<file path="src/sv/keypad_speed_pwm_generator_defines.svh">
// ---------------------------------------------------------------------------
// keypad_speed_pwm_generator_defines
// assertion macros used by the keypad pwm generator rtl
// ---------------------------------------------------------------------------
`ifndef KEYPAD_SPEED_PWM_GENERATOR_DEFINES_SVH
`define KEYPAD_SPEED_PWM_GENERATOR_DEFINES_SVH

`ifndef SYNTHESIS

// plain property checked on every clock edge out of reset
`define KSP_ASSERT(lbl, clk, rst_n, prop) \
	lbl: assert property (@(posedge clk) disable iff (!rst_n) (prop)) \
		else $error("ksp assertion failed");

// implication with the consequent checked in the cycle after the antecedent
`define KSP_ASSERT_NEXT(lbl, clk, rst_n, ante, cons) \
	lbl: assert property (@(posedge clk) disable iff (!rst_n) (ante) |=> (cons)) \
		else $error("ksp assertion failed");

`else

`define KSP_ASSERT(lbl, clk, rst_n, prop)
`define KSP_ASSERT_NEXT(lbl, clk, rst_n, ante, cons)

`endif

`endif

</file>
<file path="src/sv/ksp_pkg.sv">
// ---------------------------------------------------------------------------
// ksp_pkg
// types and constants of the keypad controlled pwm generator
// ---------------------------------------------------------------------------
package ksp_pkg;

	localparam int PERIOD_W = 16;
	localparam int DUTY_W   = 13;
	localparam int SPEED_W  = 4;
	localparam int KEYS     = 16;
	localparam int CFG_IDX_W = 8;
	localparam int CFG_DATA_W = 16;

	localparam logic [PERIOD_W-1:0] PERIOD_RESET = 16'd4000;
	localparam logic [DUTY_W-1:0]   DUTY_RESET   = 13'd400;
	localparam logic [SPEED_W-1:0]  SPEED_LEVELS = 4'd9;

	// configuration register indexes
	localparam logic [CFG_IDX_W-1:0] REG_PERIOD_TICKS = 8'd0;
	localparam logic [CFG_IDX_W-1:0] REG_DUTY_STEP    = 8'd1;

	// item kinds
	localparam logic ACT_TICK = 1'b0;
	localparam logic ACT_KEY  = 1'b1;

	// key codes, digits are their own value
	localparam logic [4:0] KEY_OTHER = 5'h10;
	localparam logic [4:0] KEY_STOP  = 5'h00;

	// bit column*4+row to key code
	localparam logic [4:0] KEY_CODE [KEYS] = '{
		5'd1, 5'd4, 5'd7, KEY_OTHER,
		5'd2, 5'd5, 5'd8, KEY_STOP,
		5'd3, 5'd6, 5'd9, KEY_OTHER,
		KEY_OTHER, KEY_OTHER, KEY_OTHER, KEY_OTHER
	};

	typedef struct packed {
		logic                action;
		logic [KEYS-1:0]     key_matrix;
	} item_t;

	typedef struct packed {
		logic                pwm_level;
		logic [SPEED_W-1:0]  speed_shown;
		logic                is_running;
	} result_t;

	typedef struct packed {
		logic [PERIOD_W-1:0] period_ticks;
		logic [DUTY_W-1:0]   duty_step;
	} cfg_t;

	typedef struct packed {
		logic                digit;
		logic                stop;
		logic [SPEED_W-1:0]  value;
	} key_t;

endpackage

</file>
<file path="src/sv/ksp_cfg_regs.sv">
// ---------------------------------------------------------------------------
// ksp_cfg_regs
// period and duty step registers behind the configuration write port
// ---------------------------------------------------------------------------
module ksp_cfg_regs (
	input  logic                          clk,
	input  logic                          arst_n,
	input  logic                          cfg_valid,
	output logic                          cfg_ready,
	input  logic [ksp_pkg::CFG_IDX_W-1:0]  cfg_index,
	input  logic [ksp_pkg::CFG_DATA_W-1:0] cfg_data,
	output ksp_pkg::cfg_t                 cfg
);
	import ksp_pkg::*;

	logic [PERIOD_W-1:0] period_q;
	logic [DUTY_W-1:0]   duty_q;

	assign cfg_ready = 1'b1;

	always_ff @(posedge clk or negedge arst_n) begin
		if (!arst_n) begin
			period_q <= PERIOD_RESET;
			duty_q   <= DUTY_RESET;
		end else if (cfg_valid) begin
			if (cfg_index == REG_PERIOD_TICKS) begin
				period_q <= cfg_data[PERIOD_W-1:0];
			end
			if (cfg_index == REG_DUTY_STEP) begin
				duty_q <= cfg_data[DUTY_W-1:0];
			end
		end
	end

	assign cfg.period_ticks = period_q;
	assign cfg.duty_step    = duty_q;

endmodule

</file>
<file path="src/sv/ksp_key_decode.sv">
// ---------------------------------------------------------------------------
// ksp_key_decode
// priority decode of the active-low 4x4 key matrix
// ---------------------------------------------------------------------------
module ksp_key_decode (
	input  logic [ksp_pkg::KEYS-1:0] key_matrix,
	output ksp_pkg::key_t            key
);
	import ksp_pkg::*;

	logic [4:0] code;

	// lowest pressed bit wins, so scan from the top down
	always_comb begin
		code = KEY_OTHER;
		for (int i = KEYS - 1; i >= 0; i--) begin
			if (!key_matrix[i]) begin
				code = KEY_CODE[i];
			end
		end
	end

	always_comb begin
		key.stop  = (key_matrix != '1) && (code == KEY_STOP);
		key.digit = (key_matrix != '1) && (code != KEY_STOP) && (code != KEY_OTHER);
		key.value = code[SPEED_W-1:0];
	end

endmodule

</file>
<file path="src/sv/ksp_pwm_core.sv">
// ---------------------------------------------------------------------------
// ksp_pwm_core
// generator state and its combinational next-state update for one word
// ---------------------------------------------------------------------------
module ksp_pwm_core (
	input  logic               clk,
	input  logic               arst_n,
	input  logic               step,
	input  ksp_pkg::item_t     item,
	input  ksp_pkg::cfg_t      cfg,
	output ksp_pkg::result_t   next_result
);
	import ksp_pkg::*;

	`include "keypad_speed_pwm_generator_defines.svh"

	key_t                 key;
	logic                 running_q, running_d;
	logic                 level_q, level_d;
	logic [SPEED_W-1:0]   speed_q, speed_d;
	logic [PERIOD_W-1:0]  count_q, count_d;
	logic [PERIOD_W+1:0]  high_prod;
	logic [PERIOD_W-1:0]  high_len;
	logic [PERIOD_W-1:0]  low_len;

	ksp_key_decode u_key_decode (
		.key_matrix (item.key_matrix),
		.key        (key)
	);

	// high phase length, clamped to the period
	assign high_prod = (PERIOD_W+2)'(speed_q) * (PERIOD_W+2)'(cfg.duty_step);
	assign high_len  = (high_prod > (PERIOD_W+2)'(cfg.period_ticks))
		? cfg.period_ticks : high_prod[PERIOD_W-1:0];
	assign low_len   = cfg.period_ticks - high_len;

	always_comb begin
		running_d = running_q;
		level_d   = level_q;
		speed_d   = speed_q;
		count_d   = count_q;
		if (item.action == ACT_KEY) begin
			// keys a-d, star, pound and no key leave everything as it is
			if (key.digit) begin
				if (!running_q) begin
					running_d = 1'b1;
					level_d   = 1'b0;
					count_d   = cfg.period_ticks;
				end
				speed_d = (key.value > SPEED_LEVELS) ? SPEED_LEVELS : key.value;
			end else if (key.stop) begin
				running_d = 1'b0;
				level_d   = 1'b0;
				speed_d   = '0;
				count_d   = '0;
			end
		end else if (running_q) begin
			if (count_q > PERIOD_W'(1)) begin
				count_d = count_q - PERIOD_W'(1);
			end else if (!level_q) begin
				level_d = 1'b1;
				count_d = (high_len == '0) ? PERIOD_W'(1) : high_len;
			end else begin
				level_d = 1'b0;
				count_d = (low_len == '0) ? PERIOD_W'(1) : low_len;
			end
		end
	end

	always_ff @(posedge clk or negedge arst_n) begin
		if (!arst_n) begin
			running_q <= 1'b0;
			level_q   <= 1'b0;
			speed_q   <= '0;
			count_q   <= '0;
		end else if (step) begin
			running_q <= running_d;
			level_q   <= level_d;
			speed_q   <= speed_d;
			count_q   <= count_d;
		end
	end

	assign next_result.pwm_level   = level_d;
	assign next_result.speed_shown = speed_d;
	assign next_result.is_running  = running_d;

	`KSP_ASSERT(a_speed_iff_running, clk, arst_n, (speed_q != '0) == running_q)
	`KSP_ASSERT(a_level_needs_run, clk, arst_n, !level_q || running_q)
	`KSP_ASSERT(a_speed_in_range, clk, arst_n, speed_q <= SPEED_LEVELS)
	`KSP_ASSERT_NEXT(a_tick_decrements, clk, arst_n,
		step && (item.action == ACT_TICK) && running_q && (count_q > PERIOD_W'(1)),
		(count_q == $past(count_q) - PERIOD_W'(1)) && (level_q == $past(level_q)))

endmodule

</file>
<file path="src/sv/keypad_speed_pwm_generator.sv">
// ---------------------------------------------------------------------------
// keypad_speed_pwm_generator
// keypad controlled pwm generator: timer ticks and key events in, level out
// ---------------------------------------------------------------------------
//  channel  | handshake                    | payload
//  item     | item_valid / item_stall      | item (action, key_matrix)
//  result   | result_valid / result_stall  | result (level, speed, run flag)
//  cfg      | cfg_valid / cfg_ready        | cfg_index, cfg_data
//
// one word per cycle while nothing stalls; a word passes the input register,
// then the result register, to the output, and the state updates with it
// reset clears the state, the valid flags and loads the register defaults
// a stalled result holds; the input register keeps taking words until it
// is full behind a stalled result, then item_stall rises
// cfg is always ready and takes effect on the next edge
// ---------------------------------------------------------------------------
module keypad_speed_pwm_generator (
	input  logic                          clk,
	input  logic                          arst_n,
	input  logic                          item_valid,
	output logic                          item_stall,
	input  ksp_pkg::item_t                item,
	output logic                          result_valid,
	input  logic                          result_stall,
	output ksp_pkg::result_t              result,
	input  logic                          cfg_valid,
	output logic                          cfg_ready,
	input  logic [ksp_pkg::CFG_IDX_W-1:0]  cfg_index,
	input  logic [ksp_pkg::CFG_DATA_W-1:0] cfg_data
);
	import ksp_pkg::*;

	cfg_t    cfg;
	item_t   item_s1;
	logic    valid_s1;
	logic    advance;
	result_t next_result;
	result_t result_q;
	logic    result_valid_q;

	ksp_cfg_regs u_cfg_regs (
		.clk       (clk),
		.arst_n    (arst_n),
		.cfg_valid (cfg_valid),
		.cfg_ready (cfg_ready),
		.cfg_index (cfg_index),
		.cfg_data  (cfg_data),
		.cfg       (cfg)
	);

	// the held word moves on when the result register is free or draining
	assign advance    = valid_s1 && (!result_valid_q || !result_stall);
	assign item_stall = valid_s1 && !advance;

	always_ff @(posedge clk or negedge arst_n) begin
		if (!arst_n) begin
			valid_s1 <= 1'b0;
		end else if (!item_stall) begin
			valid_s1 <= item_valid;
		end
	end

	always_ff @(posedge clk) begin
		if (!item_stall && item_valid) begin
			item_s1 <= item;
		end
	end

	ksp_pwm_core u_pwm_core (
		.clk         (clk),
		.arst_n      (arst_n),
		.step        (advance),
		.item        (item_s1),
		.cfg         (cfg),
		.next_result (next_result)
	);

	always_ff @(posedge clk or negedge arst_n) begin
		if (!arst_n) begin
			result_valid_q <= 1'b0;
		end else if (advance) begin
			result_valid_q <= 1'b1;
		end else if (!result_stall) begin
			result_valid_q <= 1'b0;
		end
	end

	always_ff @(posedge clk) begin
		if (advance) begin
			result_q <= next_result;
		end
	end

	assign result_valid = result_valid_q;
	assign result       = result_q;

endmodule

</file>
<file path="config.mk">
export PLATFORM = sky130hd
export DESIGN_NAME = keypad_speed_pwm_generator
export DESIGN_NICKNAME = d
export VERILOG_FILES = /design/src/sv/ksp_pkg.sv /design/src/sv/ksp_cfg_regs.sv /design/src/sv/ksp_key_decode.sv /design/src/sv/ksp_pwm_core.sv /design/src/sv/keypad_speed_pwm_generator.sv
export VERILOG_INCLUDE_DIRS = /design/src /design/src/sv
export SDC_FILE = /design/constraint.sdc
export NUM_CORES = 1
export LEC_CHECK = 0
export BUFFER_PORTS_ARGS = -buffer_cell sky130_fd_sc_hd__buf_2
export CAP_MARGIN = 10
export CORE_ASPECT_RATIO = 0.6
export CORE_MARGIN = 2
export CORE_UTILIZATION = 40
export CTS_CLUSTER_DIAMETER = 150
export DETAILED_ROUTE_END_ITERATION = 8
export PLACE_DENSITY = 0.62
export SETUP_SLACK_MARGIN = 0.02
export SLEW_MARGIN = 10
export SYNTH_ARGS = -nofsm -noshare
export SYNTH_HDL_FRONTEND = slang
export SYNTH_HIERARCHICAL = 1
export SYNTH_SLANG_ARGS = --single-unit
</file>
<file path="constraint.sdc">
create_clock -name clk -period 7.6 [get_ports clk]
set_input_delay 1.52 -clock clk [delete_from_list [all_inputs] [get_ports clk]]
set_output_delay 1.52 -clock clk [all_outputs]
set_load 0.1 [all_outputs]
</file>
### After elaboration in Yosys (flattened, before gate mapping)

Index checks and enable logic that the tools add are counted.

| storage, ports and cells | value |
|---|---|
| flip-flop bits (word level) | 76 |
| logic and storage cells | 82 |
| output and inout bits | 9 |

| cells by class | value |
|---|---|
| magnitude comparators | 3 |
| $add $sub $neg | 2 |
| multipliers | 1 |
| reductions and logical operators | 20 |
| muxes and demuxes | 37 |
| equal/unequal tests | 6 |

Operators with widths:

| cell | number |
|---|---|
| $mux 16 | 10 |
| $mux 5 | 11 |
| $logic_not 16->1 | 2 |
| $gt 17x16->1 | 1 |
| $mul 4x13->17 | 1 |
| $gt 16x1->1 const B | 1 |
| $mux 4 | 4 |
| $ne 16x16->1 const B | 1 |
| $sub 16x1->16 const B | 1 |
| $sub 16x16->16 | 1 |
| $mux 1 | 12 |
| $eq 8x1->1 const B | 1 |
| $logic_not 8->1 | 1 |
| $logic_and 1x1->1 | 6 |
| $logic_not 5->1 | 1 |
| $ne 5x5->1 const B | 1 |
| $reduce_bool 5->1 | 1 |
| $gt 4x4->1 const B | 1 |
| $logic_not 1->1 | 4 |
| $reduce_and 2->1 | 2 |
| $reduce_and 4->1 | 1 |
| $ne 3x1->1 const B | 1 |
| $ne 3x3->1 const B | 1 |
| $ne 2x1->1 const B | 1 |
| 2 further kinds | 2 |

### Depth between registers and ports, before layout

Gate-level depths: netlist (run 1).

| logic depth | value |
|---|---|
| word-level depth | 16 |
| depth in mapped cells | 37 |
| depth with buffers taken out | 33 |

### Modules after synthesis

Netlist (run 1), hierarchy kept.

Modules (own cells, without submodules):

| module | sequential area each (µm²) | area each (µm²) | instances | cells each |
|---|---|---|---|---|
| ksp_pwm_core | 550.5 | 5268.8 | 1 | 733 |
| ksp_cfg_regs | 737.0 | 1192.4 | 1 | 68 |
| keypad_speed_pwm_generator | 740.7 | 783.3 | 1 | 31 |
| ksp_key_decode | 0.0 | 168.9 | 1 | 27 |

### Worst setup path after synthesis (run 1)

No wires, ideal clock.

| path | value |
|---|---|
| path type | reg2reg |
| from | register u_pwm_core.speed_q[1] |
| to | register u_pwm_core.count_q[0] |
| period minus slack after synthesis | 7912 ps |
| stages on the path, launching flop included | 35 |
| setup time | 104 ps |
| data required time | 7496 ps |
| path slack | -312 ps |
| arrival time | 7809 ps |
| buffers on the path | 2 |
| cell sequence | dfrtp_1 clkbuf_1 and2_1 fa_1 inv_1 fa_1 inv_1 ha_1 or2_1 a31o_2 a21o_1 a2111o_1 nand3_1 ha_1 a21o_1 a211o_1 a211o_1 o21a_1 nor2_2 clkbuf_1 nand2_1 o21ai_0 inv_1 ha_1 nor2b_1 o21ai_0 a31oi_1 o31ai_1 a21oi_1 a41oi_1 o211ai_1 a31oi_1 xnor2_1 or2_0 o41ai_2 |

| on the way | value |
|---|---|
| cells in the longest elaborated chain, start to end | 10 |

RTL lines:

| element | line | source |
|---|---|---|
| start, declared | ksp_pwm_core.sv:20 | `logic [SPEED_W-1:0] speed_q, speed_d;` |
| start signal, assigned | ksp_pwm_core.sv:79 | `speed_q <= speed_d;` |
| $mul 4x13->17 (*) | ksp_pwm_core.sv:32 | `assign high_prod = (PERIOD_W+2)'(speed_q) * (PERIOD_W+2)'(cfg.duty_step);` |
| $gt 17x16->1 | ksp_pwm_core.sv:33 | `assign high_len = (high_prod > (PERIOD_W+2)'(cfg.period_ticks))` |
| $mux 16 (*) | ksp_pwm_core.sv:34 | `? cfg.period_ticks : high_prod[PERIOD_W-1:0];` |
| $sub 16x16->16 | ksp_pwm_core.sv:35 | `assign low_len = cfg.period_ticks - high_len;` |
| $logic_not 16->1 | ksp_pwm_core.sv:65 | `count_d = (low_len == '0) ? PERIOD_W'(1) : low_len;` |
| $mux 16 | ksp_pwm_core.sv:65 |  |
| $mux 16 (*) | ksp_pwm_core.sv:60 | `end else if (!level_q) begin` |
| $mux 16 (*) | ksp_pwm_core.sv:58 | `if (count_q > PERIOD_W'(1)) begin` |
| $mux 16 (*) | ksp_pwm_core.sv:57 | `end else if (running_q) begin` |
| $mux 16 (*) | ksp_pwm_core.sv:42 | `if (item.action == ACT_KEY) begin` |
| end signal, assigned | ksp_pwm_core.sv:80 | `count_q <= count_d;` |
| end, declared | ksp_pwm_core.sv:21 | `logic [PERIOD_W-1:0] count_q, count_d;` |

Every way passes the cells marked *; elsewhere a longest branch is shown, timed or not. The select of a mux whose other input is x is not followed.
A chain may end at the register's enable or synchronous reset.

### Final worst setup path (run 1)

Ends and elaborated chain as after synthesis.

==> results.md, run 1 <==
* Crit path DAT at just under 8 ns
* Row count at 38
* Maximum vdd drop at approximately 0.14 mV
* Hold WS at 0.491 ns
* Final max-slew violation count at 0
* RD Place Congestion at between 0.9 and 1
* Critical Path Stages at 34
* DIE AREA at just under 0.02 mm2
* Fmax at roughly 130 MHz
* Worst-path clk slew at around 0.070 ns
* Synthesized area at 0.00726 mm2
* Initial Utilization at 40.5%
* Period minus WS final at approximately 7.6 ns
* Congestion Overflow GR at 0
* CP max FO at 5
* Type of the worst setup path: flop to flop
* H-tree depth reported by CTS at 3
* Top delay family on crit path: compound AO/OA/AOI/OAI gates
* Post-Synthesis Cells at approximately 850
* Clk root buf: clkbuf_16
* Initial antenna violation count at 0
* Status: finished, violations left
* Failing checks: setup timing
* Total track usage at between 20% and 30%
* Slew headroom at between 40% and 50%
* WP buf/inv at 6
* CTS Sinks at approximately 70
* Core area at between 0.015 and 0.02 mm2
* Final wirelength at approximately 24000 um
* DR iter-0 viols at about 740
* Port Buf Inserts at 48
* Unrepaired setup endpoints after global routing: yes
* CP required at 7.84 ns
* Synth Net Count at around 970
* Ports at 55
* Drt via density at 5.66
* Via Count at 7150
* Final Util at a little over half
* Max Root-Sink Buffers at 2
* WHS Path Cells at 1
* Share of cells above drive strength 1 at between 30 and 40%
* Fin worst setup slack at -0.0271 ns
* CTS buffer count at 9
* PwrDens at between 200 and 300 mW/mm2
* Post-layout instance area at about 0.0095 mm2
* Hold Crit Class: flop to flop
* Router iterations before antenna repair at 6
* Yosys Warn Count at 6
* Avg Inst Size Synth at about 8.5 um2
* R2r startpoint: u_pwm_core/speed_q[1]$_DFFE_PN0P_
* Avg WL per Cell at 18.7 um
* Largest net degree at the start of global routing at 54
* Crit end category: flop
* Fin Clk Skew at approximately 0.011 ns
* Post-DP HPWL at approximately 18000 um
* P_leak at approximately 4.4 nW
* Post-route DRC at 0
* Final Hold Viols at 0
* Hold_sp: valid_s1$_DFFE_PN0N_
* Crit path largest cell delay at 0.53 ns
* Later-pin clock latency in the skew report at between 0.3 and 0.4 ns
* Fin crit share at 100%
* Final Setup Violations at 1
* CTS tree: done
* Reg2Reg Setup Slack at -0.03 ns
* Global-route wire length before repair at 36200 um
* Max-cap violations at 0
* Critical-path top delay cell: fa_1
* Critical Path Start: u_pwm_core/speed_q[1]$_DFFE_PN0P_
* DIE WIDTH at about 180 um
* Placed Area at 0.00851 mm2
* Die height at between 100 and 150 um
* Setup crit start kind: flop
* Vias in the first global route at between 6000 and 7000
* Cts hold-fix bufs at 0
* Nets at 1134
* Antenna viol nets, final at 0
* Worst slew pin tran at roughly 0.86 ns
* Worst reg-to-reg path cell count at 34
* Area growth syn-to-layout at 31.1%
per-layer routing:
metal | wire [um] | vias to the layer above | GRT usage (%)
li1 | - | 3414 | -
met1 | 12000 | 3385 | 38.7
met4 | 291 | 0 | 5.15
met3 | 2050 | 35 | 5.49
met5 | 0 | - | 0
met2 | 9300 | 316 | 33.4
report_power, final:
part	total (mW)	switching, mW	leakage, nW	internal [mW]
Clock	0.436	0.204	0.146	0.232
Combinational	1.73	0.964	3.41	0.768
Sequential	0.532	0.0783	0.840	0.453
Total	2.70	1.25	4.39	1.45
area by class of cell:
type	count	area (um2)
Clock inverter	7	71.3
Clock buffer	9	225
Timing Repair Buffer	190	1350
Sequential cell	71	1880
Tap cell	240	300
Multi-Input combinational cell	661	5370
Inverter	84	315
Fill cell	1638	8410
Antenna cell	1	2.50
cells in the final DEF, fill, tap and decap left out, drive strengths merged, types with 4 or more instances in the layout:
cell type and instances:
buf 190, inv 89, nand2 75, o21ai 59, nor2 56, a21oi 49
ha 48, dfrtp 44, and2 41, mux2 34, nor3 25, fa 23
a211oi 20, xnor2 19, edfxtp 18, nand3 18, o211ai 13, nand4 12
a21o 12, nor4 12, a31oi 12, xor2 10, clkbuf 9, dfstp 9
mux2i 9, a211o 7, nor2b 6, o21a 5, and3 5, or2 5
a22o 4, a311oi 4, o221ai 4, nand4b 4, nand2b 4, o31ai 4
stage by stage:
stage	setup slack [ns]	TNS [ns]	total power, mW	instances
after floorplan	0.0466	0	1.47	854
after global placement	-0.300	-0.675	1.92	1219
after detailed placement	-0.395	-1.20	1.94	1219
after CTS	0.0204	0	2.49	1247
after global routing	-0.294	-1.17	2.85	1262
final	-0.0271	-0.0271	2.70	1263
worst paths after layout:
path                                                     endpoint
worst min register to register           result_valid$_DFFE_PN0P_
worst max register to register  u_pwm_core/count_q[0]$_DFFE_PN0P_
min in group asynchronous        u_cfg_regs/duty_q[3]$_DFFE_PN0P_
worst max-delay path            u_pwm_core/count_q[0]$_DFFE_PN0P_
max in group asynchronous       u_pwm_core/speed_q[3]$_DFFE_PN0P_
worst min-delay path                     result_valid$_DFFE_PN0P_
registers in the layout, summed over array words and instances, names as in the netlist, 4 cells and up:
name,cells
item_s1,12
u_pwm_core/count_q,16
u_pwm_core/speed_q,4
u_cfg_regs/period_q,16
result,6
u_cfg_regs/duty_q,13
worst reg2reg max path: cells and delay by family, from the launching register on:
kind | cells | cell delay, ns
buf+inv | 6 | 0.69
xor+xnor | 1 | 0.17
fa+ha+maj | 5 | 1.78
compound gates | 14 | 2.84
simple gates | 8 | 1.61
flops | 1 | 0.44
timing repair:
item	in CTS	in global routing
setup buffers	12	15
pin swaps	31	43
gates resized for setup	48	61
endpoints found under the setup margin	9	12
(Power assumes the default switching activity.)
==> inputs of run 2 (changes only) <==
SETUP_SLACK_MARGIN = not set   (was 0.02)
TNS_END_PERCENT = 30   (was not set)
==> results.md, run 2 (synthesis results as in run 1) <==
* Status: finished, violations left
* Failing checks: setup timing
* Final wirelength at 22600 um (-4.3%)
* Fin Clk Skew at 0.00930 ns (-0.00126 ns)
* Filler cell count at 1644 (+0.37%)
* Type of the worst setup path: flop to flop
* Share of cells above drive strength 1 at 31.7% (-2.1 points)
* Avg WL per Cell at 18.0 um (-3.7%)
* Crit path largest cell delay at 0.53 ns (about the same)
* CTS Sinks at 71 (unchanged)
* CP dominant cell by count: buf_4
* Reg area at 0.00188 mm2 (unchanged)
* Area growth syn-to-layout at 28.6%
* Drt via density at 5.67 (+0.12%)
* DR iter-0 viols at 789 (+7.1%)
* Via Count at 7113 (-0.52%)
* Vias in the first global route at 6304 (-5.4%)
* Clk root buf: clkbuf_16
* Final Hold Viols at 0 (unchanged)
* Worst-path clk slew at 0.07 ns (about the same)
* Setup crit start kind: flop
* Period minus WS final at 7.71 ns (+0.0863 ns)
* Reg2Reg Setup Slack at -0.11 ns (-0.09 ns)
* CP required at 7.85 ns (about the same)
* Row count at 38 (unchanged)
* Post-DP HPWL at 17500 um (-1.3%)
* P_leak at 4.34 nW (-1.3%)
* Router iterations before antenna repair at 6 (unchanged)
* Crit end category: flop
* Die height at 108 um (unchanged)
* CP max FO at 4 (-1)
* Max-cap violations at 0 (unchanged)
* PwrDens at 280 mW/mm2 (-1.2%)
* RD Place Congestion at 0.931 (+0.94%)
* Commonest non-fill, non-tap cell in the layout: buf_4
* Fin crit share at 101% (+1.1 points)
* Setup TNS at -0.136 ns (-0.109 ns)
* Nets at 1127 (-0.62%)
* Unrepaired setup endpoints after global routing: yes
* Critical-path top delay cell: fa_1
* CTS tree: done
* Tot Pwr at 2.62 mW (-3.0%)
* Initial Utilization at 40.5% (unchanged)
* Final Setup Violations at 2 (+1)
* Worst slew pin tran at 0.845 ns (-0.0158 ns)
* Antenna viol nets, final at 0 (unchanged)
* Later-pin clock latency in the skew report at 0.35 ns (about the same)
* Ports at 55 (unchanged)
* Port Buf Inserts at 48 (unchanged)
* Fin worst setup slack at -0.113 ns (-0.0863 ns)
* H-tree depth reported by CTS at 3 (unchanged)
* Congestion Overflow GR at 0 (unchanged)
* Area occupied by multi-input gates at 0.00525 mm2 (-2.2%)
* Crit path DAT at 7.96 ns (+0.09 ns)
* Core area at 0.0179 mm2 (unchanged)
* Hold Crit Class: flop to flop
* Slew headroom at 43.6% (+1.5 points)
* DIE AREA at 0.0193 mm2 (unchanged)
* Regs by FF count: u_cfg_regs/period_q: 16 flops, u_pwm_core/count_q: 16 flops, u_cfg_regs/duty_q: 13 flops
* Initial antenna violation count at 0 (unchanged)
* Antenna fix cells at 0 (-1)
* Largest net degree at the start of global routing at 54 (unchanged)
* Maximum vdd drop at 0.183 mV (+26%)
* Fmax at 130 MHz (-1.1%)
* Post-route DRC at 0 (unchanged)
* DIE WIDTH at 178 um (unchanged)
* Global-route wire length before repair at 34400 um (-4.8%)
* Most frequent cells in the layout: buf_4, inv_1, nand2_1
* Final max-slew violation count at 0 (unchanged)
* CTS buffer count at 9 (unchanged)
* Max Root-Sink Buffers at 2 (unchanged)
* Total track usage at 23.5% (-1.1 points)
-- run 2: worst paths after layout --
path | from | end | depth (start not counted)
worst max-delay path | u_pwm_core/speed_q[1]$_DFFE_PN0P_ | u_pwm_core/count_q[0]$_DFFE_PN0P_ | 33
worst min-delay path | valid_s1$_DFFE_PN0N_ | result_valid$_DFFE_PN0P_ | 1
worst max register to register | u_pwm_core/speed_q[1]$_DFFE_PN0P_ | u_pwm_core/count_q[0]$_DFFE_PN0P_ | 33
worst min register to register | valid_s1$_DFFE_PN0N_ | result_valid$_DFFE_PN0P_ | 1
max in group asynchronous | arst_n | u_pwm_core/speed_q[3]$_DFFE_PN0P_ | 2
min in group asynchronous | arst_n | u_cfg_regs/duty_q[9]$_DFFE_PN0P_ | 2
-- run 2: per-stage QoR --
step	worst slack [ns]	area, um2	utilization [%]	std cells	hold slack [ns]
global placement	-0.305	8520	47.5	1221	0.476
finish	-0.113	9340	52.1	1255	0.500
floorplan	0.0192	7280	-	854	0.467
CTS	-0.0443	8870	49.5	1238	0.504
global route	-0.372	9340	52.1	1255	0.518
detailed placement	-0.345	8520	47.5	1221	0.488
-- run 2: cell type report --
class,count,share of cell area (%)
Multi-Input combinational cell,661,56.2
Clock buffer,9,2.41
Clock inverter,7,0.737
Sequential cell,71,20.1
Inverter,84,3.38
Timing Repair Buffer,183,13.9
Tap cell,240,3.22
-- run 2: power by group --
| group | switching (mW) | internal [mW] |
|---|---|---|
| Combinational | 0.936 | 0.715 |
| Clock | 0.203 | 0.232 |
| Sequential | 0.0778 | 0.453 |
| Total | 1.22 | 1.40 |
-- run 2: routing by layer --
layer / wire [um] / global-route usage, %
met5: 0 / 0
met2: 8380 / 29.7
met3: 2110 / 5.20
met4: 301 / 4.63
met1: 11800 / 38.9
-- run 2: critical path: cells and delay by family (launching register included) --
family | cells | cell delay [ns]
flops | 1 | 0.47
simple gates | 5 | 0.92
fa+ha+maj | 5 | 1.88
buf+inv | 7 | 0.90
mux | 3 | 0.67
compound gates | 13 | 2.78
-- run 2: timing repair --
action,CTS,global route
resized for setup,17,75
hold endpoints to repair,0,0
endpoints found under the setup margin,8,12
setup buffers,1,17
pin swaps,5,45
hold buffers,0,0
